<file path="src/rtl/core/rpw_pkg.sv">
`timescale 1ns / 1ps
// Shared types, constants and color helpers for the RGB565 pixel writer.
// No dependencies; every other file imports this package.
package rpw_pkg;

  localparam int MAX_BLOCK_SIDE = 16;
  localparam int ADDR_W         = 16;
  localparam int COLOR_W        = 8;
  localparam int LEFT_W         = 10;
  localparam int COLS_W         = 5;
  localparam int COL_W          = 4;
  localparam int ROW_W          = 5;
  localparam int WIDTH_W        = 11;
  localparam int WORD_W         = 16;
  localparam int CFG_IDX_W      = 2;
  localparam int CFG_DATA_W     = 11;
  localparam int QUEUE_DEPTH    = 2;
  localparam int QPTR_W         = 1;
  localparam int QCNT_W         = 2;
  localparam int OFS_W          = 3;

  localparam logic [WIDTH_W-1:0] WIDTH_RESET = 11'd320;

  // configuration register indexes
  localparam logic [CFG_IDX_W-1:0] REG_MAGNIFY     = 2'd0;
  localparam logic [CFG_IDX_W-1:0] REG_IMAGE_WIDTH = 2'd1;

  // one write of the 2x2 block: top-left, top-right, bottom-left, bottom-right
  typedef enum logic [1:0] {
    BEAT_BASE  = 2'd0,
    BEAT_RIGHT = 2'd1,
    BEAT_DOWN  = 2'd2,
    BEAT_DIAG  = 2'd3
  } beat_t;

  typedef struct packed {
    logic [ADDR_W-1:0]  addr;
    logic [COLOR_W-1:0] red;
    logic [COLOR_W-1:0] green;
    logic [COLOR_W-1:0] blue;
    logic               magnify;
  } rpw_entry_t;

  typedef struct packed {
    logic [OFS_W-1:0] red;
    logic [OFS_W-1:0] green;
    logic [OFS_W-1:0] blue;
  } dither_t;

  function automatic dither_t dither_offset(input beat_t beat);
    dither_t d;
    unique case (beat)
      BEAT_BASE:  d = '{red: 3'd0, green: 3'd0, blue: 3'd0};
      BEAT_RIGHT: d = '{red: 3'd4, green: 3'd2, blue: 3'd4};
      BEAT_DOWN:  d = '{red: 3'd6, green: 3'd3, blue: 3'd6};
      BEAT_DIAG:  d = '{red: 3'd2, green: 3'd1, blue: 3'd2};
      default:    d = '{red: 3'd0, green: 3'd0, blue: 3'd0};
    endcase
    return d;
  endfunction

  function automatic logic [COLOR_W-1:0] sat_add(input logic [COLOR_W-1:0] v,
                                                 input logic [OFS_W-1:0] d);
    logic [COLOR_W:0] s;
    s = {1'b0, v} + {{(COLOR_W-OFS_W+1){1'b0}}, d};
    return s[COLOR_W] ? {COLOR_W{1'b1}} : s[COLOR_W-1:0];
  endfunction

  // byte-swapped RGB565
  function automatic logic [WORD_W-1:0] pack565(input logic [COLOR_W-1:0] r,
                                                input logic [COLOR_W-1:0] g,
                                                input logic [COLOR_W-1:0] b);
    return {g[4:2], b[7:3], r[7:3], g[7:5]};
  endfunction

endpackage

</file>
<file path="src/rtl/core/rpw_ifs.sv">
`timescale 1ns / 1ps
// Valid/ready channel interfaces: pixel input, buffer write output, config.
// Depends on rpw_pkg for field widths.
interface rpw_pixel_if import rpw_pkg::*; ();
  logic               valid;
  logic               ready;
  logic [COLOR_W-1:0] red;
  logic [COLOR_W-1:0] green;
  logic [COLOR_W-1:0] blue;
  logic               block_start;
  logic [LEFT_W-1:0]  block_left;
  logic [COLS_W-1:0]  block_cols;
  modport source (output valid, red, green, blue, block_start, block_left, block_cols,
                  input ready);
  modport sink (input valid, red, green, blue, block_start, block_left, block_cols,
                output ready);
endinterface

interface rpw_write_if import rpw_pkg::*; ();
  logic              valid;
  logic              ready;
  logic [ADDR_W-1:0] write_address;
  logic [WORD_W-1:0] pixel_word;
  logic              last_write;
  modport source (output valid, write_address, pixel_word, last_write, input ready);
  modport sink (input valid, write_address, pixel_word, last_write, output ready);
endinterface

interface rpw_cfg_if import rpw_pkg::*; ();
  logic                  valid;
  logic                  ready;
  logic [CFG_IDX_W-1:0]  reg_index;
  logic [CFG_DATA_W-1:0] data;
  modport source (output valid, reg_index, data, input ready);
  modport sink (input valid, reg_index, data, output ready);
endinterface

</file>
<file path="src/rtl/core/rgb565_pixel_writer_2x_dither.sv">
`timescale 1ns / 1ps
// Top level of the RGB565 pixel writer with 2x upscale and dither.
// Depends on rpw_pkg, rpw_ifs, rpw_front, rpw_queue, rpw_back.
//
//   channel  role    payload
//   pix      sink    red, green, blue, block_start, block_left, block_cols
//   wr       source  write_address, pixel_word, last_write
//   cfg      sink    reg_index, data (0 magnify_mode, 1 image_width)
//
// Normal mode: one pixel per cycle while wr is ready; magnify mode: four
// buffer writes per pixel, one per cycle on wr while wr is ready.
// A pixel's first write passes through the queue and the wr output
// register before it is presented on wr; a stalled wr can hold it back.
// A two-entry queue lets the front take pixels while the write port stalls.
// rst is synchronous; pix and cfg are ready once reset is released.
module rgb565_pixel_writer_2x_dither import rpw_pkg::*; (
  input  logic        clk,
  input  logic        rst,
  rpw_pixel_if.sink   pix,
  rpw_write_if.source wr,
  rpw_cfg_if.sink     cfg
);

  logic               push, pop, full, empty;
  rpw_entry_t         push_data, head;
  logic               magnify_mode;
  logic [WIDTH_W-1:0] image_width;

  rpw_front u_front (
    .clk          (clk),
    .rst          (rst),
    .pix          (pix),
    .cfg          (cfg),
    .queue_full   (full),
    .push         (push),
    .push_data    (push_data),
    .magnify_mode (magnify_mode),
    .image_width  (image_width)
  );

  rpw_queue u_queue (
    .clk       (clk),
    .rst       (rst),
    .push      (push),
    .push_data (push_data),
    .full      (full),
    .pop       (pop),
    .head      (head),
    .empty     (empty)
  );

  rpw_back u_back (
    .clk         (clk),
    .rst         (rst),
    .head        (head),
    .empty       (empty),
    .pop         (pop),
    .image_width (image_width),
    .wr          (wr)
  );

`ifndef SYNTHESIS
  a_mode_stable_busy: assert property (@(posedge clk) disable iff (rst)
    !empty |-> head.magnify == magnify_mode)
    else $error("magnify mode changed with pixels in flight");
`endif

endmodule

</file>
<file path="src/rtl/core/rpw_front.sv">
`timescale 1ns / 1ps
// Front end: config registers, block column/row tracking, base address.
// Depends on rpw_pkg and rpw_ifs.
module rpw_front import rpw_pkg::*; (
  input  logic                clk,
  input  logic                rst,
  rpw_pixel_if.sink           pix,
  rpw_cfg_if.sink             cfg,
  input  logic                queue_full,
  output logic                push,
  output rpw_entry_t          push_data,
  output logic                magnify_mode,
  output logic [WIDTH_W-1:0]  image_width
);

  logic [COL_W-1:0]  column_count, column_count_next;
  logic [ROW_W-1:0]  row_count, row_count_next;
  logic [LEFT_W-1:0] latched_left;
  logic [COLS_W-1:0] latched_cols;

  logic [COLS_W-1:0]  cols_clamped, cols_eff;
  logic [LEFT_W-1:0]  left_eff;
  logic [COL_W-1:0]   col_eff;
  logic [ROW_W-1:0]   row_eff;
  logic [COLS_W-1:0]  col_inc;
  logic [LEFT_W:0]    left_col;
  logic [ADDR_W-1:0]  row_off;
  logic [ADDR_W-1:0]  addr;

  assign cfg.ready = 1'b1;
  assign pix.ready = !queue_full;
  assign push      = pix.valid && !queue_full;

  always_ff @(posedge clk) begin
    if (rst) begin
      magnify_mode <= 1'b0;
      image_width  <= WIDTH_RESET;
    end else if (cfg.valid) begin
      unique case (cfg.reg_index)
        REG_MAGNIFY:     magnify_mode <= cfg.data[0];
        REG_IMAGE_WIDTH: image_width  <= cfg.data[WIDTH_W-1:0];
        default: ;
      endcase
    end
  end

  always_comb begin
    if (pix.block_cols == '0)
      cols_clamped = COLS_W'(1);
    else if (pix.block_cols > COLS_W'(MAX_BLOCK_SIDE))
      cols_clamped = COLS_W'(MAX_BLOCK_SIDE);
    else
      cols_clamped = pix.block_cols;

    // a start pixel is column 0 of row 0 of the new rectangle
    cols_eff = pix.block_start ? cols_clamped    : latched_cols;
    left_eff = pix.block_start ? pix.block_left  : latched_left;
    col_eff  = pix.block_start ? '0              : column_count;
    row_eff  = pix.block_start ? '0              : row_count;

    left_col = {1'b0, left_eff} + {{(LEFT_W-COL_W+1){1'b0}}, col_eff};
    row_off  = ADDR_W'({{(ADDR_W-WIDTH_W){1'b0}}, image_width} *
                       {{(ADDR_W-ROW_W){1'b0}}, row_eff});
    if (magnify_mode)
      addr = ADDR_W'({left_col, 1'b0}) + {row_off[ADDR_W-3:0], 2'b00};
    else
      addr = ADDR_W'(left_col) + row_off;

    col_inc = {1'b0, col_eff} + COLS_W'(1);
    if (col_inc >= cols_eff) begin
      column_count_next = '0;
      row_count_next    = row_eff + ROW_W'(1);
    end else begin
      column_count_next = col_inc[COL_W-1:0];
      row_count_next    = row_eff;
    end

    push_data.addr    = addr;
    push_data.red     = pix.red;
    push_data.green   = pix.green;
    push_data.blue    = pix.blue;
    push_data.magnify = magnify_mode;
  end

  always_ff @(posedge clk) begin
    if (rst) begin
      column_count <= '0;
      row_count    <= '0;
      latched_left <= '0;
      latched_cols <= COLS_W'(1);
    end else if (push) begin
      column_count <= column_count_next;
      row_count    <= row_count_next;
      latched_left <= left_eff;
      latched_cols <= cols_eff;
    end
  end

`ifndef SYNTHESIS
  a_cols_range: assert property (@(posedge clk) disable iff (rst)
    latched_cols != '0 && latched_cols <= COLS_W'(MAX_BLOCK_SIDE))
    else $error("latched block width out of range");
  a_col_below_width: assert property (@(posedge clk) disable iff (rst)
    {1'b0, column_count} < latched_cols)
    else $error("column counter reached block width");
  a_no_push_full: assert property (@(posedge clk) disable iff (rst)
    queue_full |-> !push)
    else $error("pixel pushed into full queue");
`endif

endmodule

</file>
<file path="src/rtl/core/rpw_queue.sv">
`timescale 1ns / 1ps
// Small flop-based FIFO between the front end and the write sequencer.
// Depends on rpw_pkg.
module rpw_queue import rpw_pkg::*; (
  input  logic       clk,
  input  logic       rst,
  input  logic       push,
  input  rpw_entry_t push_data,
  output logic       full,
  input  logic       pop,
  output rpw_entry_t head,
  output logic       empty
);

  rpw_entry_t        mem [QUEUE_DEPTH];
  logic [QPTR_W-1:0] wr_ptr, rd_ptr;
  logic [QCNT_W-1:0] count;

  assign full  = count == QCNT_W'(QUEUE_DEPTH);
  assign empty = count == '0;
  assign head  = mem[rd_ptr];

  always_ff @(posedge clk) begin
    if (push) mem[wr_ptr] <= push_data;
  end

  always_ff @(posedge clk) begin
    if (rst) begin
      wr_ptr <= '0;
      rd_ptr <= '0;
      count  <= '0;
    end else begin
      if (push) wr_ptr <= wr_ptr + QPTR_W'(1);
      if (pop)  rd_ptr <= rd_ptr + QPTR_W'(1);
      case ({push, pop})
        2'b10:   count <= count + QCNT_W'(1);
        2'b01:   count <= count - QCNT_W'(1);
        default: ;
      endcase
    end
  end

`ifndef SYNTHESIS
  a_count_bound: assert property (@(posedge clk) disable iff (rst)
    count <= QCNT_W'(QUEUE_DEPTH))
    else $error("queue count overflow");
  a_no_pop_empty: assert property (@(posedge clk) disable iff (rst)
    empty |-> !pop)
    else $error("pop from empty queue");
  a_ptr_gap: assert property (@(posedge clk) disable iff (rst)
    (count == '0 || count == QCNT_W'(QUEUE_DEPTH)) |-> wr_ptr == rd_ptr)
    else $error("queue pointers disagree with count");
`endif

endmodule

</file>
<file path="src/rtl/core/rpw_back.sv">
`timescale 1ns / 1ps
// Back end: walks the 1 or 4 buffer writes of each queued pixel, applies
// dither offsets and RGB565 packing into the output register. Depends on rpw_pkg.
module rpw_back import rpw_pkg::*; (
  input  logic               clk,
  input  logic               rst,
  input  rpw_entry_t         head,
  input  logic               empty,
  output logic               pop,
  input  logic [WIDTH_W-1:0] image_width,
  rpw_write_if.source        wr
);

  beat_t             beat, beat_next;
  logic              load;
  logic              last_beat;
  dither_t           ofs;
  logic [ADDR_W-1:0] stride;
  logic [ADDR_W-1:0] addr;
  logic [WORD_W-1:0] word;

  assign load      = !empty && (!wr.valid || wr.ready);
  assign last_beat = !head.magnify || beat == BEAT_DIAG;
  assign pop       = load && last_beat;

  always_comb begin
    unique case (beat)
      BEAT_BASE:  beat_next = BEAT_RIGHT;
      BEAT_RIGHT: beat_next = BEAT_DOWN;
      BEAT_DOWN:  beat_next = BEAT_DIAG;
      BEAT_DIAG:  beat_next = BEAT_BASE;
      default:    beat_next = BEAT_BASE;
    endcase
    if (last_beat) beat_next = BEAT_BASE;
  end

  always_comb begin
    ofs    = dither_offset(beat);
    stride = {{(ADDR_W-WIDTH_W-1){1'b0}}, image_width, 1'b0};
    addr   = head.addr;
    if (beat == BEAT_DOWN || beat == BEAT_DIAG)  addr = addr + stride;
    if (beat == BEAT_RIGHT || beat == BEAT_DIAG) addr = addr + ADDR_W'(1);
    word = pack565(sat_add(head.red, ofs.red), sat_add(head.green, ofs.green),
                   sat_add(head.blue, ofs.blue));
  end

  always_ff @(posedge clk) begin
    if (rst) begin
      beat     <= BEAT_BASE;
      wr.valid <= 1'b0;
    end else begin
      if (load) begin
        beat     <= beat_next;
        wr.valid <= 1'b1;
      end else if (wr.ready) begin
        wr.valid <= 1'b0;
      end
    end
  end

  always_ff @(posedge clk) begin
    if (load) begin
      wr.write_address <= addr;
      wr.pixel_word    <= word;
      wr.last_write    <= last_beat;
    end
  end

`ifndef SYNTHESIS
  a_mid_block_has_entry: assert property (@(posedge clk) disable iff (rst)
    beat != BEAT_BASE |-> !empty && head.magnify)
    else $error("mid-block beat without a magnified pixel at the head");
  a_pop_on_last: assert property (@(posedge clk) disable iff (rst)
    pop |=> wr.valid && wr.last_write)
    else $error("pixel retired without its final write");
  a_plain_single: assert property (@(posedge clk) disable iff (rst)
    load && !head.magnify |-> pop)
    else $error("plain pixel did not retire on its only write");
`endif

endmodule

</file>
<file path="src/flat_wrapper.sv">
// flat-port wrapper written by rule: the top's interface ports become plain ports
module rgb565_pixel_writer_2x_dither_flat import rpw_pkg::*;
  (clk, rst, pix_valid, pix_red, pix_green, pix_blue, pix_block_start, pix_block_left, pix_block_cols, pix_ready, wr_valid, wr_write_address, wr_pixel_word, wr_last_write, wr_ready, cfg_valid, cfg_reg_index, cfg_data, cfg_ready);
  rpw_pixel_if pix_i ();
  rpw_write_if wr_i ();
  rpw_cfg_if cfg_i ();
  input  logic clk;
  input  logic rst;
  input wire logic [$bits(pix_i.valid)-1:0] pix_valid;
  input wire logic [$bits(pix_i.red)-1:0] pix_red;
  input wire logic [$bits(pix_i.green)-1:0] pix_green;
  input wire logic [$bits(pix_i.blue)-1:0] pix_blue;
  input wire logic [$bits(pix_i.block_start)-1:0] pix_block_start;
  input wire logic [$bits(pix_i.block_left)-1:0] pix_block_left;
  input wire logic [$bits(pix_i.block_cols)-1:0] pix_block_cols;
  output wire logic [$bits(pix_i.ready)-1:0] pix_ready;
  output wire logic [$bits(wr_i.valid)-1:0] wr_valid;
  output wire logic [$bits(wr_i.write_address)-1:0] wr_write_address;
  output wire logic [$bits(wr_i.pixel_word)-1:0] wr_pixel_word;
  output wire logic [$bits(wr_i.last_write)-1:0] wr_last_write;
  input wire logic [$bits(wr_i.ready)-1:0] wr_ready;
  input wire logic [$bits(cfg_i.valid)-1:0] cfg_valid;
  input wire logic [$bits(cfg_i.reg_index)-1:0] cfg_reg_index;
  input wire logic [$bits(cfg_i.data)-1:0] cfg_data;
  output wire logic [$bits(cfg_i.ready)-1:0] cfg_ready;
  assign pix_i.valid = pix_valid;
  assign pix_i.red = pix_red;
  assign pix_i.green = pix_green;
  assign pix_i.blue = pix_blue;
  assign pix_i.block_start = pix_block_start;
  assign pix_i.block_left = pix_block_left;
  assign pix_i.block_cols = pix_block_cols;
  assign pix_ready = pix_i.ready;
  assign wr_valid = wr_i.valid;
  assign wr_write_address = wr_i.write_address;
  assign wr_pixel_word = wr_i.pixel_word;
  assign wr_last_write = wr_i.last_write;
  assign wr_i.ready = wr_ready;
  assign cfg_i.valid = cfg_valid;
  assign cfg_i.reg_index = cfg_reg_index;
  assign cfg_i.data = cfg_data;
  assign cfg_ready = cfg_i.ready;
  rgb565_pixel_writer_2x_dither u_core (.clk(clk), .rst(rst), .pix(pix_i), .wr(wr_i), .cfg(cfg_i));
endmodule
</file>
<file path="config.mk">
export PLATFORM = sky130hd
export DESIGN_NAME = rgb565_pixel_writer_2x_dither_flat
export DESIGN_NICKNAME = d
export VERILOG_FILES = /design/src/rtl/core/rpw_pkg.sv /design/src/rtl/core/rpw_ifs.sv /design/src/rtl/core/rgb565_pixel_writer_2x_dither.sv /design/src/rtl/core/rpw_front.sv /design/src/rtl/core/rpw_queue.sv /design/src/rtl/core/rpw_back.sv /design/src/flat_wrapper.sv
export SDC_FILE = /design/constraint.sdc
export NUM_CORES = 1
export LEC_CHECK = 0
export ABC_CLOCK_PERIOD_IN_PS = 19000
export BUFFER_PORTS_ARGS = -buffer_cell sky130_fd_sc_hd__buf_2
export CAP_MARGIN = 10
export CORE_MARGIN = 2
export CORE_UTILIZATION = 28
export DETAILED_ROUTE_END_ITERATION = 16
export PLACE_DENSITY_LB_ADDON = 0.15
export SETUP_SLACK_MARGIN = 0.5
export SKIP_CTS_REPAIR_TIMING = 1
export SLEW_MARGIN = 20
export SYNTH_ARGS = -nofsm -noshare
export SYNTH_HDL_FRONTEND = slang
export SYNTH_SLANG_ARGS = --single-unit
</file>
<file path="constraint.sdc">
create_clock -name clk -period 19 [get_ports clk]
set_input_delay 2.85 -clock clk [delete_from_list [all_inputs] [get_ports clk]]
set_output_delay 2.85 -clock clk [all_outputs]
set_load 0.005 [all_outputs]
</file>
==> impl_metrics.ini <==
[routing]
drt-total-wl_um = 24730
drc = 0
initialDrtViolationCount = 280
vias = 7971
ant_nets = 0
routedWlPerCell_um = 14.48
vias_per_cell = 4.670
dr.pass1.iters = 4

[clock_network]
cts.sinks = 155
clkTransAtPathRegs_ps = 70
cts-buffers-inserted = 17
cts_buffer_depth = 2
cts_tree = built
root_buffer = clkbuf_16
clk_latency_ps = 440
htree_levels = 4

[synthesis]
synth_nets = 1273
synthFlopType = edfxtp_1
synth_edf_count = 111
synth-seq-cells = 155
yosysSeqAreaShare_pct = 39.24
synth_top_family_by_area = simple AND/OR/NAND/NOR gates
ys_warn_count = 0
synth_fa_ha_area_share_pct = 14.63
synth_compound_area_share_pct = 13.44
synthArstFlopShare_pct = 0
ys_types = 72
syn_inst = 1108
muxShareOfSynthArea_pct = 5.650
synth_xor_area_share_pct = 5.778
mappedNetlistArea_um2 = 10740
synth_top_cell_by_area = edfxtp_1
synth_top_area_share_pct = 31.03
syn_avg_cell_area_um2 = 9.693
synth-simple-area-share_pct = 17.08
ys_top_cells_by_area = edfxtp_1 (31%), ha_1 (8.9%), dfxtp_1 (8.2%)

[critical_path]
end_kind = flip-flop
crit_path_start_kind = input pin
crit_required_ps = 19170
arrival_ps = 9300
path_max_fanout = 45
critPathKind = input pin to flip-flop

[power_and_ir_drop]
sequentialPowerShare_pct = 40.4
intPower_mw = 0.8157
p_comb_share_pct = 32.9
switching_share_pct = 33.91
switchingPower_mw = 0.4185
ir_worst_vdd_mv = 0.05360
clockPowerShare_pct = 26.7
power_mw = 1.234
power_density_nw_per_um2 = 100.5
leakage_nw = 4.951

[timing]
fin_setup_tns_ps = 0
setup_ws_ps = 9876
slew_headroom_pct = 31.73
hold_viol_final = 0
fin_crit_sh_pct = 48.02
post-route-min-period_ps = 9124
tightest_slew_ps = 1024
final.setup_skew_ps = 13.11
drv_slew = 0
setup_viol = 0
rsz0062_at_grt = no
fmax_mhz = 109.6

[die]
die_x_um = 199.9
die_y_um = 199.9
core_area_um2 = 37760
die_area_um2 = 39940
start_util_pct = 28.45
rows = 71
pin_count = 94

[global_route]
grt_pass1_wl_um = 40730
grtUsageTotal_pct = 13.12
grt_max_degree = 61
use_met3_pct = 2.453
gr-max-usage-layer = met2
grt_pass1_vias = 7813
use_met2_pct = 22.02
antenna_found_initial = 0
grt.overflow.total = 0
met1_usage_pct = 17.19

[layout]
syn2layout_area_growth_pct = 14.36
layout.nets = 1349
diodes = 0
final_common_cell = nand2_1
layout_common_cells = nand2_1 (129), edfxtp_1 (111), buf_2 (90), nor2_1 (79), ha_1 (76)
drive_above_1_share_pct = 12.63
stdcell_count = 1707

[placed_design]
dpl.cell_count = 1676
portBuffers = 90
pre_cts_slack_ps = 9388
place_congestion = 0.7395
hpwl_um = 18980

[job]
maxCapViolCount = 0

[min_path]
hp-class = flip-flop to flip-flop

[outcome]
outcome = finished clean
cell families (layout without fill, tap and decap cells):
kind of cell	count (synthesis)	in the layout
and+or+nand+nor	380	380
AOI/OAI and AO/OA	223	223
DFF	155	155
buffers and inverters	114	202
adders and majority gates	107	107
xor gates and xnor gates	70	70
muxes	58	58
other	1	1
flip-flops by register name, summed over array words and instances (netlist names), named ones only:
signal and count:
u_core.u_queue.mem 78, u_core.u_back.wr.pixel_word 16, u_core.u_back.wr.write_address 16, u_core.u_front.image_width 11
u_core.u_front.latched_left 10, u_core.u_front.latched_cols 5, u_core.u_front.row_count 5, u_core.u_front.column_count 4
u_core.u_back.beat 2, u_core.u_queue.count 2, u_core.u_back.wr.last_write 1, u_core.u_back.wr.valid 1
u_core.u_front.magnify_mode 1, u_core.u_queue.rd_ptr 1, u_core.u_queue.wr_ptr 1
cell usage after synthesis (14+ instances only):
cell type and n:
nor2b_1 21, mux2_2 14, and2_1 41, clkbuf_1 28, nor3_1 19, nor2_1 80
xnor2_1 39, mux2i_1 37, ha_1 76, a21oi_1 65, nand2_1 129, o21ai_0 27
edfxtp_1 111, o21ai_1 15, fa_1 31, dfxtp_1 44, o21a_1 18, inv_1 74
a31oi_1 14, xor2_1 30, nand3_1 28, a21o_1 15
final cells by class:
cell class / instances / area [um^2]
Multi-Input combinational cell: 839 / 6090
Clock buffer: 18 / 429.2
Inverter: 75 / 281.5
Tap cell: 511 / 639.4
Clock inverter: 13 / 132.6
Fill cell: 3918 / 25470
Sequential cell: 155 / 4215
Timing Repair Buffer: 96 / 495.5
per-stage QoR:
stage | cell area [um^2] | util (%) | hold WS, ps
after detailed placement | 11720 | 31.05 | 447.5
after CTS | 12280 | 32.53 | 457.5
after floorplan | 10740 | - | 423.7
after global placement | 11720 | 31.05 | 438.9
after global routing | 12280 | 32.53 | 476.3
final | 12280 | 32.53 | 455.5
worst paths after layout:
| path | start | endpoint | slack, ps | cells after the start |
|---|---|---|---|---|
| worst min-delay path | u_core.u_front.latched_left[3]$_SDFFE_PP0P_ | u_core.u_front.latched_left[3]$_SDFFE_PP0P_ | 460 | 2 |
| worst max-delay path | pix_block_start | u_core.u_queue.mem[0][39]$_DFFE_PP_ | 9880 | 20 |
| worst min register to register | u_core.u_front.latched_left[3]$_SDFFE_PP0P_ | u_core.u_front.latched_left[3]$_SDFFE_PP0P_ | 460 | 2 |
| worst max register to register | u_core.u_front.row_count[3]$_SDFFE_PP0P_ | u_core.u_queue.mem[0][39]$_DFFE_PP_ | 12310 | 18 |
critical path, cell delays in order:
cell and delay [ps]:
buf_2 100, buf_4 270, nor2b_1 830, nand2_1 170, fa_1 530, fa_1 530
fa_1 550, inv_1 40, ha_1 330, nor2b_1 240, o2111ai_1 170, a41oi_1 330
nor2_1 90, xnor2_1 430, ha_1 370, and4_1 200, a2111oi_1 600, nor3b_2 100
xnor2_1 150, mux2i_1 380
per-layer routing:
layer | part of all wire [%] | up-vias
met3 | 3.4 | 18
met1 | 48 | 3758
met2 | 47 | 104
met5 | 0 | -
met4 | 1.2 | 0
li1 | - | 4091
power by group through the flow:
stage	clock network (mW)	logic, mW	registers (mW)
5_1_grt	0.355	0.467	0.509
4_1_cts	0.342	0.416	0.501
3_3_place_gp	0	0.414	0.508
6_report	0.329	0.406	0.499
2_1_floorplan	0	0.283	0.507
3_5_place_dp	0	0.413	0.508
(Power assumes the default switching activity.)
